## src/rtl/mexp_pkg.sv

```systemverilog
// Package for the modular exponentiation core: widths, microcode fields and control store.
package mexp_pkg;

  localparam int WORD_BITS = 32;
  localparam int CNT_W     = $clog2(WORD_BITS + 1);
  localparam int PC_W      = 4;

  // datapath load operations
  localparam logic [1:0] OP_NONE = 2'd0;
  localparam logic [1:0] OP_LDB  = 2'd1;  // load the base for its first reduction
  localparam logic [1:0] OP_MULR = 2'd2;  // result * base
  localparam logic [1:0] OP_SQ   = 2'd3;  // base * base

  // writeback targets
  localparam logic [1:0] WR_NONE = 2'd0;
  localparam logic [1:0] WR_BASE = 2'd1;
  localparam logic [1:0] WR_RES  = 2'd2;

  // jump conditions
  localparam logic [2:0] C_NEVER     = 3'd0;
  localparam logic [2:0] C_ALWAYS    = 3'd1;
  localparam logic [2:0] C_IN_ACC    = 3'd2;
  localparam logic [2:0] C_MOD_ZERO  = 3'd3;
  localparam logic [2:0] C_RED_LAST  = 3'd4;
  localparam logic [2:0] C_EXP0_CLR  = 3'd5;
  localparam logic [2:0] C_BITS_LEFT = 3'd6;
  localparam logic [2:0] C_OUT_TAKEN = 3'd7;

  // program steps
  localparam logic [PC_W-1:0] S_IDLE = 4'd0;
  localparam logic [PC_W-1:0] S_CHKZ = 4'd1;
  localparam logic [PC_W-1:0] S_LDB  = 4'd2;
  localparam logic [PC_W-1:0] S_REDB = 4'd3;
  localparam logic [PC_W-1:0] S_WRB  = 4'd4;
  localparam logic [PC_W-1:0] S_TST  = 4'd5;
  localparam logic [PC_W-1:0] S_MULR = 4'd6;
  localparam logic [PC_W-1:0] S_REDR = 4'd7;
  localparam logic [PC_W-1:0] S_WRR  = 4'd8;
  localparam logic [PC_W-1:0] S_SQ   = 4'd9;
  localparam logic [PC_W-1:0] S_REDS = 4'd10;
  localparam logic [PC_W-1:0] S_NEXT = 4'd11;
  localparam logic [PC_W-1:0] S_OUT  = 4'd12;

  typedef struct packed {
    logic [1:0]      op;
    logic            red;      // one restoring reduction step this cycle
    logic [1:0]      wr;
    logic            nxt_bit;  // shift exponent, count down bits
    logic            out;
    logic [2:0]      cond;
    logic            hold;     // stay on this step while cond is false
    logic [PC_W-1:0] target;
  } ctrl_t;

  function automatic ctrl_t ucode(input logic [PC_W-1:0] pc);
    ctrl_t w;
    w = '{op: OP_NONE, red: 1'b0, wr: WR_NONE, nxt_bit: 1'b0, out: 1'b0,
          cond: C_NEVER, hold: 1'b0, target: S_IDLE};
    case (pc)
      S_IDLE: begin w.cond = C_IN_ACC; w.hold = 1'b1; w.target = S_CHKZ; end
      S_CHKZ: begin w.cond = C_MOD_ZERO; w.target = S_OUT; end
      S_LDB:  w.op = OP_LDB;
      S_REDB: begin w.red = 1'b1; w.cond = C_RED_LAST; w.hold = 1'b1; w.target = S_WRB; end
      S_WRB:  w.wr = WR_BASE;
      S_TST:  begin w.cond = C_EXP0_CLR; w.target = S_SQ; end
      S_MULR: w.op = OP_MULR;
      S_REDR: begin w.red = 1'b1; w.cond = C_RED_LAST; w.hold = 1'b1; w.target = S_WRR; end
      S_WRR:  w.wr = WR_RES;
      S_SQ:   w.op = OP_SQ;
      S_REDS: begin w.red = 1'b1; w.cond = C_RED_LAST; w.hold = 1'b1; w.target = S_NEXT; end
      S_NEXT: begin
        w.wr = WR_BASE; w.nxt_bit = 1'b1; w.cond = C_BITS_LEFT; w.target = S_TST;
      end
      S_OUT:  begin w.out = 1'b1; w.cond = C_OUT_TAKEN; w.hold = 1'b1; w.target = S_IDLE; end
      default: begin w.cond = C_ALWAYS; w.target = S_IDLE; end
    endcase
    return w;
  endfunction

endpackage

```

## src/rtl/modular_exponentiation_core.sv

```systemverilog
// Modular exponentiation core: microcoded right-to-left square-and-multiply.
//
//   channel | direction | handshake            | payload
//   in_     | input     | in_valid / in_stall  | in_base, in_exponent, in_modulus
//   out_    | output    | out_valid / out_stall| out_power_mod, out_zero_modulus
//
// One request at a time. Each modular product is a multiply step followed by a
// bit-serial restoring reduction that shifts in the low half of the product; the
// reduction loop sets the rate. A zero modulus skips the exponent loop and goes
// straight to the result. Synchronous active-low reset returns the sequencer to
// idle; in_stall is high whenever a request is in flight, and the result holds
// while out_stall is high.
module modular_exponentiation_core (
  input  logic                           clk,
  input  logic                           rst_n,
  input  logic                           in_valid,
  output logic                           in_stall,
  input  logic [mexp_pkg::WORD_BITS-1:0] in_base,
  input  logic [mexp_pkg::WORD_BITS-1:0] in_exponent,
  input  logic [mexp_pkg::WORD_BITS-1:0] in_modulus,
  output logic                           out_valid,
  input  logic                           out_stall,
  output logic [mexp_pkg::WORD_BITS-1:0] out_power_mod,
  output logic                           out_zero_modulus
);

  localparam int W = mexp_pkg::WORD_BITS;

  logic [mexp_pkg::PC_W-1:0]  pc_r, pc_nxt;
  logic [W-1:0]               base_r, base_nxt;
  logic [W-1:0]               exp_r, exp_nxt;
  logic [W-1:0]               mod_r, mod_nxt;
  logic [W-1:0]               res_r, res_nxt;
  logic                       zero_r, zero_nxt;
  logic [W-1:0]               rem_r, rem_nxt;
  logic [W-1:0]               lo_r, lo_nxt;
  logic [mexp_pkg::CNT_W-1:0] rcnt_r, rcnt_nxt;
  logic [mexp_pkg::CNT_W-1:0] bcnt_r, bcnt_nxt;

  mexp_pkg::ctrl_t cw;
  logic            in_acc;
  logic            cond_hit;
  logic [2*W-1:0]  prod;
  logic [W-1:0]    mul_a;
  logic [W:0]      trial;
  logic [W:0]      diff;

  assign cw       = mexp_pkg::ucode(pc_r);
  assign in_stall = (pc_r != mexp_pkg::S_IDLE);
  assign in_acc   = in_valid && !in_stall;

  assign out_valid        = cw.out;
  assign out_power_mod    = res_r;
  assign out_zero_modulus = zero_r;

  // shared multiplier: result*base or base*base
  assign mul_a = (cw.op == mexp_pkg::OP_MULR) ? res_r : base_r;
  assign prod  = {{W{1'b0}}, mul_a} * {{W{1'b0}}, base_r};

  // one restoring step: shift the next product bit into the remainder
  assign trial = {rem_r, lo_r[W-1]};
  assign diff  = trial - {1'b0, mod_r};

  always_comb begin
    case (cw.cond)
      mexp_pkg::C_NEVER:     cond_hit = 1'b0;
      mexp_pkg::C_ALWAYS:    cond_hit = 1'b1;
      mexp_pkg::C_IN_ACC:    cond_hit = in_acc;
      mexp_pkg::C_MOD_ZERO:  cond_hit = zero_r;
      mexp_pkg::C_RED_LAST:  cond_hit = (rcnt_r == mexp_pkg::CNT_W'(1));
      mexp_pkg::C_EXP0_CLR:  cond_hit = !exp_r[0];
      mexp_pkg::C_BITS_LEFT: cond_hit = (bcnt_r != mexp_pkg::CNT_W'(1));
      mexp_pkg::C_OUT_TAKEN: cond_hit = !out_stall;
      default:               cond_hit = 1'b0;
    endcase
  end

  always_comb begin
    if (cond_hit) begin
      pc_nxt = cw.target;
    end else if (cw.hold) begin
      pc_nxt = pc_r;
    end else begin
      pc_nxt = pc_r + mexp_pkg::PC_W'(1);
    end
  end

  always_comb begin
    base_nxt = base_r;
    exp_nxt  = exp_r;
    mod_nxt  = mod_r;
    res_nxt  = res_r;
    zero_nxt = zero_r;
    rem_nxt  = rem_r;
    lo_nxt   = lo_r;
    rcnt_nxt = rcnt_r;
    bcnt_nxt = bcnt_r;

    if (in_acc) begin
      base_nxt = in_base;
      exp_nxt  = in_exponent;
      mod_nxt  = in_modulus;
      zero_nxt = (in_modulus == '0);
      // 1 mod m: zero for a modulus of zero or one
      res_nxt  = (in_modulus[W-1:1] == '0) ? '0 : W'(1);
      bcnt_nxt = mexp_pkg::CNT_W'(W);
    end

    case (cw.op)
      mexp_pkg::OP_LDB: begin
        rem_nxt  = '0;
        lo_nxt   = base_r;
        rcnt_nxt = mexp_pkg::CNT_W'(W);
      end
      mexp_pkg::OP_MULR, mexp_pkg::OP_SQ: begin
        // operands lie below m, so the high half already lies below m
        rem_nxt  = prod[2*W-1:W];
        lo_nxt   = prod[W-1:0];
        rcnt_nxt = mexp_pkg::CNT_W'(W);
      end
      default: ;
    endcase

    if (cw.red) begin
      rem_nxt  = diff[W] ? trial[W-1:0] : diff[W-1:0];
      lo_nxt   = {lo_r[W-2:0], 1'b0};
      rcnt_nxt = rcnt_r - mexp_pkg::CNT_W'(1);
    end

    case (cw.wr)
      mexp_pkg::WR_BASE: base_nxt = rem_r;
      mexp_pkg::WR_RES:  res_nxt  = rem_r;
      default: ;
    endcase

    if (cw.nxt_bit) begin
      exp_nxt  = {1'b0, exp_r[W-1:1]};
      bcnt_nxt = bcnt_r - mexp_pkg::CNT_W'(1);
    end
  end

  always_ff @(posedge clk) begin
    if (!rst_n) begin
      pc_r <= mexp_pkg::S_IDLE;
    end else begin
      pc_r <= pc_nxt;
    end
  end

  always_ff @(posedge clk) begin
    base_r <= base_nxt;
    exp_r  <= exp_nxt;
    mod_r  <= mod_nxt;
    res_r  <= res_nxt;
    zero_r <= zero_nxt;
    rem_r  <= rem_nxt;
    lo_r   <= lo_nxt;
    rcnt_r <= rcnt_nxt;
    bcnt_r <= bcnt_nxt;
  end

  // remainder stays reduced throughout a reduction pass
  a_rem_reduced: assert property (@(posedge clk) disable iff (!rst_n)
    cw.red |-> (rem_r < mod_r))
    else $error("remainder not below modulus during reduction");

  a_result_range: assert property (@(posedge clk) disable iff (!rst_n)
    (out_valid && !out_zero_modulus) |-> (out_power_mod < mod_r))
    else $error("result not reduced by modulus");

  a_zero_result: assert property (@(posedge clk) disable iff (!rst_n)
    (out_valid && out_zero_modulus) |-> (out_power_mod == '0))
    else $error("zero modulus with nonzero result");

  a_one_at_a_time: assert property (@(posedge clk) disable iff (!rst_n)
    out_valid |-> in_stall)
    else $error("input open while a result is pending");

endmodule

```

## config.mk

```make
export PLATFORM = sky130hd
export DESIGN_NAME = modular_exponentiation_core
export DESIGN_NICKNAME = d
export VERILOG_FILES = /design/src/rtl/mexp_pkg.sv /design/src/rtl/modular_exponentiation_core.sv
export SDC_FILE = /design/constraint.sdc
export NUM_CORES = 2
export LEC_CHECK = 0
export BUFFER_PORTS_ARGS = -buffer_cell sky130_fd_sc_hd__buf_4
export CAP_MARGIN = 15
export CELL_PAD_IN_SITES_DETAIL_PLACEMENT = 1
export CELL_PAD_IN_SITES_GLOBAL_PLACEMENT = 1
export CORE_ASPECT_RATIO = 0.9
export CORE_MARGIN = 2
export CORE_UTILIZATION = 56
export DETAILED_ROUTE_END_ITERATION = 12
export HOLD_SLACK_MARGIN = 0.08
export PLACE_DENSITY = 0.95
export SLEW_MARGIN = 20
export SYNTH_ARGS = -nofsm -noshare
export SYNTH_HDL_FRONTEND = slang
export SYNTH_SLANG_ARGS = --single-unit
```

## constraint.sdc

```tcl
create_clock -name clk -period 21.7 [get_ports clk]
set_input_delay 4.34 -clock clk [delete_from_list [all_inputs] [get_ports clk]]
set_output_delay 4.34 -clock clk [all_outputs]
set_load 0.02 [all_outputs]
```

Word level (Yosys, flattened, before mapping)
Index checks and enable logic that the tools add are counted.
{ "word_totals": {"word_cells": 93, "latchBits": 0, "output_inout_bits": 35, "mem_bits_ro": 0, "register_bits": 209, "memories": 0, "ram_bits": 0} }
{ "classes": {"bitwise_logic": 0, "eq_ne": 27, "n_mul": 1, "div": 0, "n_addsub": 4, "shifts": 0, "magnitude_cmp": 0, "reduce_logical": 21, "n_mux": 28} }
{ "op_table": {"columns": ["op", "count"], "rows": [
  ["2-to-1 mux 32 bit", 8],
  ["case mux 32 bit (2 select lines)", 2],
  ["multiplier 32 x 32 -> 64 bit", 1],
  ["2-to-1 mux 31 bit", 2],
  ["subtractor 33 x 32 -> 33 bit", 1],
  ["zero test 32 bit", 1],
  ["zero test 31 bit", 1],
  ["case mux 4 bit (7 select lines)", 1],
  ["2-to-1 mux 6 bit", 4],
  ["case mux 3 bit (7 select lines)", 1],
  ["== test 4 bit (second input constant)", 5],
  ["== test 4 x 3 -> 1 bit (second input constant)", 4],
  ["== test 3 bit (second input constant)", 4],
  ["subtractor 6 x 1 -> 6 bit (second input constant)", 2],
  ["nonzero test 2 bit", 5],
  ["OR reduction 5 bit", 2],
  ["== test 4 x 2 -> 1 bit (second input constant)", 2],
  ["2-to-1 mux 4 bit", 2],
  ["case mux 1 bit (8 select lines)", 1],
  ["== test 2 bit (second input constant)", 3],
  ["== test 3 x 2 -> 1 bit (second input constant)", 2],
  ["== test 6 x 1 -> 1 bit (second input constant)", 1],
  ["inequality test 6 x 1 -> 1 bit (second input constant)", 1],
  ["case mux 2 bit (3 select lines)", 1],
  ["other kinds (15)", 24]
]} }

Longest topological paths before layout
{ "depth": {"ltp_word": 7, "ltp_mapped": 34} }

Least setup slack after synthesis
Ideal clock, no wire load.
{ "synth_timing": {"path_type": "flip-flop to flip-flop", "startpoint": "register pc_r[3] (netlist bit)", "endpoint": "register rem_r[30] (data pin)", "path_buffers": 4, "stages_incl_launch_ff": 29, "required_ps": 21565, "slack_ps": 13055, "synth_period_minus_slack_ps": 8645, "t_arrival_ps": 8511, "setup_time_ps": 135, "cell_sequence": "dfxtp_1 clkbuf_1 nor2b_1 nand2_1 clkbuf_1 clkbuf_1 mux2_2 clkbuf_1 and2_1 fa_1 fa_1 fa_1 inv_1 fa_1 inv_1 fa_1 fa_1 fa_1 inv_1 fa_1 inv_1 ha_1 nand2_1 or3_1 or4_1 o31ai_4 a221oi_2 or4b_1 nand3_1"} }
{ "synth_between": {"elab_chain_cells": 7, "elab_cells_between_ends": 17, "classes_between": "mul: 1; eq/ne: 9; mux: 5; reduce/logical: 2"} }
{ "synth_lines": {"columns": ["item", "line_no", "text"], "rows": [
  ["start: declaration", "modular_exponentiation_core.sv:29", "logic [mexp_pkg::PC_W-1:0] pc_r, pc_nxt;"],
  ["start signal: assignment", "modular_exponentiation_core.sv:144", "pc_r <= mexp_pkg::S_IDLE;"],
  ["start signal: assignment", "modular_exponentiation_core.sv:146", "pc_r <= pc_nxt;"],
  ["== test 4 bit (tied with other cells)", "mexp_pkg.sv:59", "case (pc)"],
  ["case mux 2 bit (3 select lines)", "mexp_pkg.sv:59", null],
  ["== test 2 bit", "modular_exponentiation_core.sv:57, modular_exponentiation_core.sv:109", null],
  ["2-to-1 mux 32 bit", "modular_exponentiation_core.sv:57", "assign mul_a = (cw.op == mexp_pkg::OP_MULR) ? res_r : base_r;"],
  ["multiplier 32 x 32 -> 64 bit", "modular_exponentiation_core.sv:58", "assign prod = {{W{1'b0}}, mul_a} * {{W{1'b0}}, base_r};"],
  ["case mux 32 bit (2 select lines)", "modular_exponentiation_core.sv:109", "case (cw.op)"],
  ["2-to-1 mux 32 bit (*)", "modular_exponentiation_core.sv:124", "if (cw.red) begin"],
  ["via rem_nxt[30]", "modular_exponentiation_core.sv:35", "logic [W-1:0] rem_r, rem_nxt;"],
  ["end signal: assignment", "modular_exponentiation_core.sv:156", "rem_r <= rem_nxt;"],
  ["end: declaration", "modular_exponentiation_core.sv:35", null]
]} }
Mark *: on every way through the listed nets, which the timed path passes. The rest lies on a longest branch.
A chain may end at the register's enable or synchronous reset.

Worst setup path in the final report
{ "layout_timing": {"startpoint": "register pc_r[3] (netlist bit)", "endpoint": "register rem_r[31] (data pin)"} }
The elaborated chain is that of the path after synthesis.

==> flow_summary.ini <==
[outcome]
status = finished clean

[yosys]
async_flop_share = 0
muxShareOfSynthArea = 0.03024
synth_simple_gate_area_frac = 0.1568
synth-adder-area-share = 0.4876
synth_area_um2 = 44610
seq_area_frac_synth = 0.1394
avgSynthCellArea_um2 = 9.576
yosys.area.top_type = fa_1
yosysTopAreaCellShare = 0.4026
synth_fp_nets = 5958
netlist_instances = 4658
synth_edf_count = 203
synth-xor-area-share = 0.01905
synth_compound_area_frac = 0.06715
yosysWarnings = 0
synth_top_family_by_area = adder cells
synth.distinct_cells = 71
netlist_top_cells_area = fa_1 40%, edfxtp_1 14%, and2_1 8.6%
ys_ff_latch = 209
synth_flop_cell = edfxtp_1

[place]
post-place-ws_ns = 11.15
hpwlAfterDp_um = 128800
place_inst = 5619
gp_congestion = 0.9413
io_buffers = 134
placed_area_um2 = 46300

[cts]
cts_tree = yes
cts_sinks = 209
ctsHoldBuffers = 0
clkLatencyLatePin_ns = 0.52
clk_pin_slew_ns = 0.06
postCtsSetupRepairBufs = 0
root_buffer = clkbuf_16
cts_max_level = 1
cts_inserted_buffers = 23
cts_resized = 0
ctsLongestPathBuffers = 3

[die]
fp-row-count = 98
fp.dieH_um = 271.7
fp.dieW_um = 301.5
ios = 135
start_util = 0.5631
die-area_um2 = 81930
core_um2 = 79210

[timing]
maxSlewViolCount = 0
tightest_slew_ns = 1.021
final.setup.tns_ns = 0
relSlewSlack = 0.3124
setup-violations-final = 0
fmax_ghz = 0.08997
post-route-period-util = 0.5122
worst_slack_ns = 10.59
fin_worst_skew_ns = 0.02054
rsz0062_at_grt = no
hold_viol_final = 0
layout_min_cycle_time_ns = 11.11

[setup_path]
crit_required_ns = 21.89
critPathKind = reg2reg
worstPathArrival_ns = 11.31
cp-start-kind = flop
crit_fanout = 66
end_kind = flop
critPathSlowestCell = mux2_2
cpMostUsedCell = fa_1
critPathMaxStageDelay_ns = 0.80
r2r_setup_slack_ns = 10.59

[drt]
first_iter_violations = 3913
post_drt_wl_per_cell_um = 29.34
postRouteAntennaNets = 0
drc_errors = 0
via_per_inst = 6.411
wl_um = 166200
via_count = 36314
firstDrtPassIters = 6

[global_routing]
track_usage = 0.4143
grt_pass1_wl_um = 254900
antenna_found_initial = 6
grt_pass1_vias = 42520
grt_max_degree = 67
grt_overflow = 0

[cells_and_area]
area_delta_synth_final_pct = 5.515
layout_common_cells = 914 x inv_1, 897 x fa_1, 616 x and2_1, 536 x nand2_1, 303 x ha_1
drive_above_1_share = 0.07117
nFillCells = 8828
final_nets = 5894
stdcell_count = 5664
layout_commonest_cell = inv_1
postLayoutCellArea_um2 = 47070

[flow_run]
maxCapViolCount = 0

[hold_path]
hold_path_class = reg2reg
[area by class of cell]
cell class | count | area [um2] | share of cell area
Antenna cell | 5 | 12.51 | 0.0002658
Timing Repair Buffer | 181 | 1359 | 0.02887
Clock inverter | 15 | 162.7 | 0.003456
Sequential cell | 209 | 6216 | 0.1321
Multi-Input combinational cell | 3265 | 33980 | 0.7219
Inverter | 914 | 3431 | 0.07289
Tap cell | 1050 | 1314 | 0.02791
Clock buffer | 25 | 593.1 | 0.01260
[Yosys cell counts, drive strengths merged, types with 14 or more instances]
library cell,n
a211oi,14
a21o,39
a21oi,135
a31oi,25
and2,616
clkbuf,262
edfxtp,203
fa,897
ha,303
inv,914
mux2,94
mux2i,29
nand2,538
nand3,26
nand4,20
nor2,90
nor3,23
o211ai,16
o21a,30
o21ai,109
o22ai,30
xnor2,60
xor2,37
[critical path, delay by kind of cell, from the launching register on]
kind	cells	cell delay, ns
multiplexers	1	0.80
adder cells (fa/ha/maj)	9	4.49
flip-flops	1	0.75
XOR/XNOR	1	0.21
AND/OR/NAND/NOR	3	0.82
buffers and inverters	3	0.89
AO/OA/AOI/OAI	9	2.76
[per-stage QoR]
step	hold WS (ns)	utilization
after global placement	0.5016	0.5845
after CTS	0.5499	0.5940
after detailed placement	0.5318	0.5845
after floorplan	0.4835	-
final	0.5493	0.5942
after global routing	0.5671	0.5941
[layer usage]
layer	GRT usage	vias up	part of all wire
li1	-	14158	-
met1	0.4874	18591	0.34
met2	0.6753	2590	0.47
met3	0.1021	971	0.11
met4	0.2742	4	0.081
met5	0.004065	-	0.00034
[state kept, by name (all words and copies together), names as in the netlist]
name / cells
base_r: 32
out_zero_modulus: 1
bcnt_r: 6
out_power_mod: 32
rcnt_r: 6
pc_r: 4
lo_r: 32
mod_r: 32
exp_r: 32
rem_r: 32
[path summary, 6_finish.rpt]
kind	start	end	cells after the start
setup / recovery	pc_r[3]$_SDFFE_PN0P_	rem_r[31]$_DFFE_PP_	26
hold reg to reg	exp_r[4]$_DFFE_PP_	exp_r[3]$_DFFE_PP_	1
setup reg to reg	pc_r[3]$_SDFFE_PN0P_	rem_r[31]$_DFFE_PP_	26
hold / removal	exp_r[4]$_DFFE_PP_	exp_r[3]$_DFFE_PP_	1
[cells by family (layout without fill, tap and decap cells)]
| group | after synthesis | count (layout) |
|---|---|---|
| other cells | 0 | 5 |
| buf+inv | 1184 | 1135 |
| xor+xnor | 97 | 97 |
| simple gates | 1374 | 1374 |
| mux | 123 | 123 |
| flops | 209 | 209 |
| fa+ha+maj | 1200 | 1200 |
| compound gates | 471 | 471 |
Power is left out: the tool's default activity adds up to more than one toggle a clock period on the data nets, which glitch-free logic cannot reach.
